[src/rtl/topq_pkg.sv]
package topq_pkg;

	localparam int unsigned ActionFieldW = 2;
	localparam int unsigned IdFieldW     = 16;
	localparam int unsigned TimeFieldW   = 32;
	localparam int unsigned StatusFieldW = 2;
	localparam int unsigned CountFieldW  = 6;

	typedef enum logic [ActionFieldW-1:0] {
		OP_ENQ    = 2'd0,
		OP_DEQ    = 2'd1,
		OP_LOOKUP = 2'd2,
		OP_REMOVE = 2'd3
	} op_t;

	typedef enum logic [StatusFieldW-1:0] {
		ST_OK        = 2'd0,
		ST_EMPTY     = 2'd1,
		ST_FULL      = 2'd2,
		ST_NOT_FOUND = 2'd3
	} status_t;

	typedef struct packed {
		logic fire;
		op_t  op;
		logic full;
	} cell_ctl_t;

endpackage

[src/rtl/topq_cell.sv]
module topq_cell #(
	parameter int unsigned IDX   = 0,
	parameter int unsigned IDW   = 16,
	parameter int unsigned TW    = 32,
	parameter int unsigned CNT_W = 6
) (
	input  logic                clk,
	input  topq_pkg::cell_ctl_t ctl,
	input  logic [CNT_W-1:0]    cnt,
	input  logic [IDW-1:0]      key_id,
	input  logic [TW-1:0]       key_tm,
	input  logic                prv_le,
	input  logic [IDW-1:0]      prv_id,
	input  logic [TW-1:0]       prv_tm,
	input  logic [IDW-1:0]      nxt_id,
	input  logic [TW-1:0]       nxt_tm,
	input  logic                hit_in,
	output logic                le,
	output logic                hit_out,
	output logic [IDW-1:0]      id_q,
	output logic [TW-1:0]       tm_q,
	output logic [IDW-1:0]      id_d,
	output logic [TW-1:0]       tm_d
);

	logic vld;
	logic match;

	assign vld     = cnt > CNT_W'(IDX);
	assign le      = vld && (tm_q <= key_tm);
	assign match   = vld && (id_q == key_id);
	assign hit_out = hit_in || match;

	always_comb begin
		id_d = id_q;
		tm_d = tm_q;
		if (ctl.fire) begin
			case (ctl.op)
				topq_pkg::OP_ENQ: begin
					if (!ctl.full && !le) begin
						if (prv_le) begin
							id_d = key_id;
							tm_d = key_tm;
						end else begin
							id_d = prv_id;
							tm_d = prv_tm;
						end
					end
				end
				topq_pkg::OP_DEQ: begin
					id_d = nxt_id;
					tm_d = nxt_tm;
				end
				topq_pkg::OP_REMOVE: begin
					if (hit_out) begin
						id_d = nxt_id;
						tm_d = nxt_tm;
					end
				end
				default: begin
				end
			endcase
		end
	end

	always_ff @(posedge clk) begin
		id_q <= id_d;
		tm_q <= tm_d;
	end

endmodule

[config.mk]
export PLATFORM = sky130hd
export DESIGN_NAME = topq_cell
export DESIGN_NICKNAME = d
export VERILOG_FILES = /design/src/rtl/topq_pkg.sv /design/src/rtl/topq_cell.sv
export SDC_FILE = /design/constraint.sdc
export NUM_CORES = 1
export LEC_CHECK = 0
export BUFFER_PORTS_ARGS = -buffer_cell sky130_fd_sc_hd__buf_4
export CELL_PAD_IN_SITES_DETAIL_PLACEMENT = 1
export CELL_PAD_IN_SITES_GLOBAL_PLACEMENT = 1
export CORE_MARGIN = 5
export CORE_UTILIZATION = 31
export DETAILED_ROUTE_END_ITERATION = 16
export GPL_TIMING_DRIVEN = 0
export PLACE_DENSITY_LB_ADDON = 0.08
export SETUP_SLACK_MARGIN = 0.2
export SLEW_MARGIN = 0
export SYNTH_ARGS = -nofsm -noshare
export SYNTH_HDL_FRONTEND = slang
export SYNTH_SLANG_ARGS = --single-unit
export TNS_END_PERCENT = 50
[constraint.sdc]
create_clock -name clk -period 3 [get_ports clk]
set_input_delay 0.15 -clock clk [delete_from_list [all_inputs] [get_ports clk]]
set_output_delay 0.15 -clock clk [all_outputs]
set_load 0.1 [all_outputs]
---- Word level (Yosys, flattened, before mapping) ----
Index checks and enable logic that the tools add are counted.
word-level totals
  register bits after elaboration ......... 48
  input port bits ......................... 157
  output and inout bits ................... 98
  logic and storage cells ................. 24
operators by class
  order comparisons ....................... 2
  eq/ne operators ......................... 3
  mux-type cells .......................... 10
  reductions and logical operators ........ 7
operators by type and width
  operator                                                                count
  32-bit 2-to-1 mux                                                       4
  32-bit one-hot mux with 3 select lines                                  1
  16-bit 2-to-1 mux                                                       4
  16-bit one-hot mux with 3 select lines                                  1
  32-bit <= comparator                                                    1
  16-bit equality test                                                    1
  6-bit by 1-bit > comparator with 1-bit output (second input constant)   1
  1-bit logical AND                                                       3
  2-bit by 1-bit equality test with 1-bit output (second input constant)  1
  2-bit equality test (second input constant)                             1
  1-bit zero test                                                         2
  2-bit zero test                                                         1
  1-bit logical OR                                                        1

---- Logic depth before layout (Yosys ltp) ----
Gate-level depths: netlist (run 1).
  word-level depth ........................ 7
  mapped depth ............................ 11
  depth with buffers taken out ............ 9

---- Worst setup path after synthesis (run 1) ----
OpenSTA, ideal clock, no wires.
  kind .................................... flip-flop to flip-flop
  from .................................... reg tm_q[1]
  to ...................................... reg tm_q[10]
  library setup time ...................... 0.301 ns
  arrival ................................. 4.496 ns
  data required time ...................... 2.699 ns
  setup slack ............................. -1.797 ns
  stages on the path, launching flop included .. 11
  path buffers ............................ 2
  clock period less this slack ............ 4.797 ns
  cells stage by stage .................... dfxtp_1 ha_1 nor2b_1 o211ai_1 a2111oi_0 o41ai_1 o311a_1 nor2b_1 buf_2 buf_2 a32oi_1
between the ends
  cells in the longest elaborated chain, start to end .. 7
RTL lines
  element                                 RTL line         source
  start: declaration                      topq_cell.sv:21  output logic [TW-1:0] tm_q,
  start signal: assignment                topq_cell.sv:68  tm_q <= tm_d;
  32-bit <= comparator                    topq_cell.sv:30  assign le = vld && (tm_q <= key_tm);
  1-bit logical AND                       topq_cell.sv:30
  1-bit zero test                         topq_cell.sv:40  if (!ctl.full && !le) begin
  1-bit logical AND                       topq_cell.sv:40
  32-bit 2-to-1 mux                       topq_cell.sv:40
  32-bit one-hot mux with 3 select lines  topq_cell.sv:38  case (ctl.op)
  32-bit 2-to-1 mux                       topq_cell.sv:37  if (ctl.fire) begin
  via tm_d[10]                            topq_cell.sv:23  output logic [TW-1:0] tm_d
The timed path passes the listed nets, and every way through them passes these cells.

---- Final worst setup path (run 1) ----
  from .................................... reg tm_q[25]
  to ...................................... out tm_d[12]
between the ends
  cells in the longest elaborated chain, start to end .. 7
RTL lines
  element                                 RTL line
  32-bit <= comparator                    topq_cell.sv:30
  1-bit logical AND                       topq_cell.sv:30
  1-bit zero test                         topq_cell.sv:40
  1-bit logical AND                       topq_cell.sv:40
  32-bit 2-to-1 mux                       topq_cell.sv:40
  32-bit one-hot mux with 3 select lines  topq_cell.sv:38
  32-bit 2-to-1 mux                       topq_cell.sv:37
  end: declaration                        topq_cell.sv:23
No other way between the ends.

==> results by group, run 1 <==
Run status
  • Run status: finished, violations left
  • Failing checks: setup timing

Floorplanning
  • Die H: 130.8 um
  • Die ar.: 0.01712 mm2
  • Initial Util: 0.3138
  • Core Region: 0.01442 mm2
  • Top-Level Pins: approximately 260
  • Std cell rows: 44
  • Die X: approximately 130 um

Place
  • Gpl congestion: around 0.8
  • # port buffers: 253
  • HPWL after DPL: about 18,000 um
  • Cells after DPL: a little over 1,000
  • DP Worst Slack: -592.1 ps

Worst setup path
  • Worst Path Arrival: between 3000 and 4000 ps
  • Worst path required time: around 2900 ps
  • CP Class: reg -> out
  • Critical Path Sink Type: primary output
  • Startpoint types: flip-flop
  • R2R depth: 12
  • Critical path peak fanout: 10

Routing
  • Drc violations: 0
  • Drt wl/cell: roughly 24 um
  • DRT antenna net count: 0
  • Drt pass-1 iters: 4
  • Final WL: 25,790 um
  • Vias: ~6,300
  • DRT iter0 DRCs: 371
  • Drt via density: around 5.9

STA
  • Fin crit period: roughly 3300 ps
  • Setup TNS Final: -10,870 ps
  • Pins Over Slew Limit: 0
  • Slew HR: 0.4107
  • Worst slew pin tran: between 800 and 900 ps
  • Period utilization: 1.097
  • RSZ-0062 raised after global routing: yes
  • Final Hold Viols: 0
  • Setup violators final: 48
  • Setup Skew: approximately 6.5 ps
  • Max Fclk: between 300 and 400 MHz
  • Min Hold Slack: 201.1 ps
  • Final setup margin: -292.1 ps

Yosys
  • Synth top area share: 0.2123
  • Yosys reg bits: 48
  • Syn avg cell area: approximately 7.6 um2
  • Largest cells by area after synthesis: dfxtp_1, mux2i_1, ha_1
  • Synth Net Count: about 800
  • Part of the Yosys area used for sequential elements: 0.2123
  • Cell variety after synth: 46
  • Cells after Synth: between 500 and 600
  • Post-synth top area cell: dfxtp_1
  • Yosys warnings: 0
  • Synthesized area: 0.004526 mm2

GRT
  • Vias in the first global route: about 7,000
  • First-pass GRT wire length: about 38,000 um
  • GRT overflow: 0
  • Initial antenna violation count: 0
  • Largest net degree at the start of global routing: 14
  • Gr usage total: 0.2880

Clock tree
  • Clock sink count: between 40 and 50
  • H-tree Lvls: 2
  • CTS tree: done
  • Latest clock arrival within the worst-skew pair: roughly 310 ps
  • Clk buf depth: 2
  • Worst-path clk slew: 80 ps
  • TritonCTS buffer count: 5
  • CTS root buf: clkbuf_16

Final layout
  • Layout cells sized above 1: 0.5175
  • Area Growth Syn to Fin: 103.2%
  • Number of diodes: 0
  • Post-route insts no fill: around 1,100
  • Nets: 1,075

Min path
  • Type of the worst min-delay path: in -> reg
  • Hold depth: 3

Power
  • Pleak: approximately 3.8 nW
  • Maximum VDD drop: between 0.7 and 0.8 mV
  • Pwr Total: approximately 9 mW
  • Pwr Density: 979.7 mW/mm2

Run
  • Total of max-cap violations: 0
layout by cell type (no fill, tap or decap), types with 31 or more instances in the layout:
master,n
a21oi_1,42
inv_1,35
a32oi_4,31
nand3_1,34
mux2i_1,48
o21ai_0,50
nand2_1,54
buf_4,230
a22oi_1,31
buf_12,54
dfxtp_4,32
worst paths after layout:
path,start,to,slack (ps)
worst max-delay path,tm_q[25],tm_d[12],-290
worst min-delay path,nxt_id[7],id_q[7],200
worst max register to register,tm_q[25],tm_q[12],180
worst min register to register,tm_q[0],tm_q[0],630
critical path, stage by stage (launching register included):
cell	delay (ps)
dfxtp_4	370
ha_4	260
nand4_1	230
buf_4	230
nor3_2	180
o2bb2ai_2	150
o21ai_2	100
and2_4	170
or3_4	360
buf_6	150
buf_12	160
a32oi_4	240
buf_12	210
where the power goes:
part           switching, mW  internal [mW]  total [mW]
registers              0.317          0.978        1.29
clock network          0.301          0.335       0.636
logic                   4.85           2.23        7.08
total                   5.46           3.54        9.01
synthesized netlist by cell type, drive strengths merged:
| cell type | instances |
|---|---|
| a2111o | 1 |
| a2111oi | 1 |
| a211oi | 20 |
| a21boi | 1 |
| a21o | 1 |
| a21oi | 62 |
| a221oi | 1 |
| a22o | 1 |
| a22oi | 31 |
| a31oi | 15 |
| a32o | 1 |
| a32oi | 31 |
| and2 | 1 |
| buf | 17 |
| clkbuf | 34 |
| dfxtp | 48 |
| ha | 32 |
| inv | 35 |
| mux2i | 48 |
| nand2 | 54 |
| nand2b | 1 |
| nand3 | 34 |
| nand3b | 1 |
| nand4 | 11 |
| nor2 | 9 |
| nor2b | 3 |
| nor3 | 3 |
| nor4 | 3 |
| o211ai | 2 |
| o21a | 1 |
| o21ai | 52 |
| o2bb2ai | 16 |
| o311a | 1 |
| o31ai | 1 |
| o41ai | 1 |
| or3 | 1 |
| or4 | 1 |
| xnor2 | 14 |
| xor2 | 2 |
layer usage:
metal / vias to the layer above / GRT usage / share of wire
met1: 3119 / 0.3312 / 0.39
li1: 2863 / - / -
met4: 0 / 0.1162 / 0.034
met2: 289 / 0.5146 / 0.50
met3: 61 / 0.06504 / 0.076
met5: - / 0 / 0
metrics by stage:
stage	cell area (um2)	utilization
floorplan	5490	-
global placement	7620	0.5283
detailed placement	7620	0.5283
CTS	9026	0.6258
global route	9194	0.6374
finish	9194	0.6374
cell families (layout without fill, tap and decap cells):
family / Yosys count / count (layout) / share of synthesized area
compound gates: 240 / 240 / 0.3508
xor+xnor: 16 / 16 / 0.03097
fa+ha+maj: 32 / 32 / 0.08847
buf+inv: 86 / 381 / 0.08101
flops: 48 / 48 / 0.2123
mux: 48 / 48 / 0.1062
simple gates: 122 / 122 / 0.1302
area by class of cell:
type	instances	area, um2
buffer	51	346.6
clock buffer	8	146.4
fill	1598	5230
inverter	35	131.4
multi-input combinational	458	4379
sequential	48	1101
tap	184	230.2
timing repair buffer	287	2859
state kept, by name, summed over array words and instances, names as in the netlist:
| register | count |
|---|---|
| id_q | 16 |
| tm_q | 32 |
timing repair:
action	in CTS	in global routing
hold buffers	0	0
setup buffers	23	6
cloned	3	2
pin swaps	30	15
resized for setup	210	14
endpoints found under the hold margin	0	0
setup endpoints to repair	96	83
(Power assumes the default switching activity.)
==> run 2: changes to the inputs <==
--- a/config.mk
+++ b/config.mk
@@ -14,6 +14,7 @@
 export GPL_TIMING_DRIVEN = 0
 export PLACE_DENSITY_LB_ADDON = 0.08
 export SETUP_SLACK_MARGIN = 0.2
+export SKIP_CTS_REPAIR_TIMING = 1
 export SLEW_MARGIN = 0
 export SYNTH_ARGS = -nofsm -noshare
 export SYNTH_HDL_FRONTEND = slang
==> results by group, run 2 (synthesis results as in run 1) <==
Worst setup path
  • Reg2Reg Setup Slack: 110 ps (was 180 ps)
  • Startpoint types: flip-flop (unchanged)
  • Critical path peak fanout: 5 (was 10)
  • Critical Path Sink Type: primary output (unchanged)
  • CP Class: reg -> out (unchanged)
  • Worst path required time: 2850 ps (about the same)
  • Worst Path Arrival: 3170 ps (was 3140 ps)

Power
  • Maximum VDD drop: 0.6713 mV (was 0.7162 mV)
  • Pwr Total: 8.734 mW (was 9.007 mW)
  • Pleak: 3.750 nW (was 3.775 nW)
  • Pwr Density: 978.8 mW/mm2 (was 979.7 mW/mm2)

Clock tree
  • CTS tree: done (unchanged)
  • H-tree Lvls: 2 (unchanged)
  • Clk buf depth: 2 (unchanged)
  • Clock sink count: 48 (unchanged)
  • CTS root buf: clkbuf_16 (unchanged)
  • TritonCTS buffer count: 5 (unchanged)
  • Latest clock arrival within the worst-skew pair: 310 ps (about the same)
  • Worst-path clk slew: 70 ps (was 80 ps)

STA
  • RSZ-0062 raised after global routing: yes (unchanged)
  • Period utilization: 1.107 (was 1.097)
  • Slew HR: 0.4128 (was 0.4107)
  • Worst slew pin tran: 880.8 ps (was 883.9 ps)
  • Setup Skew: 7.974 ps (was 6.526 ps)
  • Setup violators final: 48 (unchanged)
  • Max Fclk: 301.2 MHz (was 303.8 MHz)
  • Min Hold Slack: 157.1 ps (was 201.1 ps)
  • Pins Over Slew Limit: 0 (unchanged)
  • Final setup margin: -320.1 ps (was -292.1 ps)
  • Final Hold Viols: 0 (unchanged)
  • Fin crit period: 3320 ps (was 3292 ps)

GRT
  • GRT overflow: 0 (unchanged)
  • Gr usage total: 0.2615 (was 0.2880)
  • Largest net degree at the start of global routing: 14 (unchanged)
  • First-pass GRT wire length: 34,870 um (was 38,340 um)
  • Vias in the first global route: 6,558 (was 7,000)
  • Initial antenna violation count: 0 (unchanged)

Routing
  • Drc violations: 0 (unchanged)
  • Drt pass-1 iters: 5 (was 4)
  • DRT iter0 DRCs: 351 (was 371)
  • Drt via density: 5.872 (was 5.912)
  • Vias: 6,265 (was 6,332)
  • Final WL: 25,250 um (was 25,790 um)
  • Drt wl/cell: 23.67 um (was 24.08 um)
  • DRT antenna net count: 0 (unchanged)

Run
  • Total of max-cap violations: 0 (unchanged)

Final layout
  • Layout cells sized above 1: 0.5074 (was 0.5175)
  • Number of diodes: 0 (unchanged)
  • Top Registers: tm_q: 32 flops, id_q: 16 flops (unchanged)
  • Largest Register: tm_q (unchanged)
  • Nets: 1,071 (was 1,075)
  • Max FFs per register: 32 (unchanged)
  • Commonest non-fill, non-tap cell in the layout: buf_4 (unchanged)
  • Area Growth Syn to Fin: 97.18% (was 103.2%)
  • Leading cell types in the layout, fill and taps excluded: buf_4, nand2_1, o21ai_0 (was buf_4, nand2_1, buf_12)

Run status
  • Failing checks: setup timing (unchanged)
  • Run status: finished, violations left (unchanged)

Floorplanning
  • Die H: 130.8 um (unchanged)
  • Std cell rows: 44 (unchanged)
  • Die ar.: 0.01712 mm2 (unchanged)
  • Core Region: 0.01442 mm2 (unchanged)
  • Die X: 130.8 um (unchanged)
  • Top-Level Pins: 255 (unchanged)
  • Initial Util: 0.3138 (unchanged)

Place
  • HPWL after DPL: 18,250 um (unchanged)
  • # port buffers: 253 (unchanged)
  • Gpl congestion: 0.8144 (unchanged)

Min path
  • Type of the worst min-delay path: in -> reg (unchanged)
run 2: cell types whose count changed in the layout (fill, tap and decap cells not counted), sizes merged:
cell | before | now
buf | 301 | 296
clkbuf | 45 | 46
run 2: worst max-delay path, stage by stage (launching register included):
cell	delay (ps)
dfxtp_4	360
ha_1	310
a21oi_1	170
nand2_1	90
a22o_1	270
o41ai_4	450
o311a_1	300
nor2b_4	70
buf_6	150
buf_4	150
clkbuf_16	160
a21oi_4	180
buf_12	200
run 2: final timing paths:
kind                                  from  endpoint  cells past startpoint
worst min-delay path            nxt_id[15]  id_q[15]                      3
worst min register to register     tm_q[0]   tm_q[0]                      2
worst max-delay path              tm_q[14]  id_d[11]                     12
worst max register to register     tm_q[7]  tm_q[12]                     10
run 2: cell type report:
| class | instances | area, um2 |
|---|---|---|
| buffer | 51 | 346.6 |
| inverter | 35 | 131.4 |
| multi-input combinational | 458 | 4239 |
| fill | 1619 | 5500 |
| clock buffer | 8 | 146.4 |
| sequential | 48 | 1101 |
| tap | 184 | 230.2 |
| timing repair buffer | 283 | 2729 |
run 2: power by group:
| part | switching [mW] | leakage [nW] | internal, mW |
|---|---|---|---|
| clock | 0.296 | 0.0712 | 0.335 |
| combinational | 4.78 | 3.26 | 2.04 |
| sequential | 0.311 | 0.419 | 0.978 |
run 2: per-stage QoR:
step | cell area, um2 | setup slack, ps | std cells | TNS, ps | utilization
after CTS | 7766 | -946.1 | 1037 | -45490 | 0.5384
final | 8924 | -320.1 | 1067 | -13250 | 0.6187
after floorplan | 5490 | -324.1 | 592 | -22370 | -
after detailed placement | 7620 | -592.1 | 1029 | -27450 | 0.5283
after global placement | 7620 | -608.9 | 1029 | -28520 | 0.5283
after global routing | 8924 | -466.5 | 1067 | -19860 | 0.6187
run 2: layer usage:
layer  vias up  global-route usage  share of wire
met5         -                   0              0
met4         0              0.1016          0.025
met3        43             0.05488          0.073
met2       277              0.4503           0.50
met1      3086              0.3188           0.40
li1       2859                   -              -
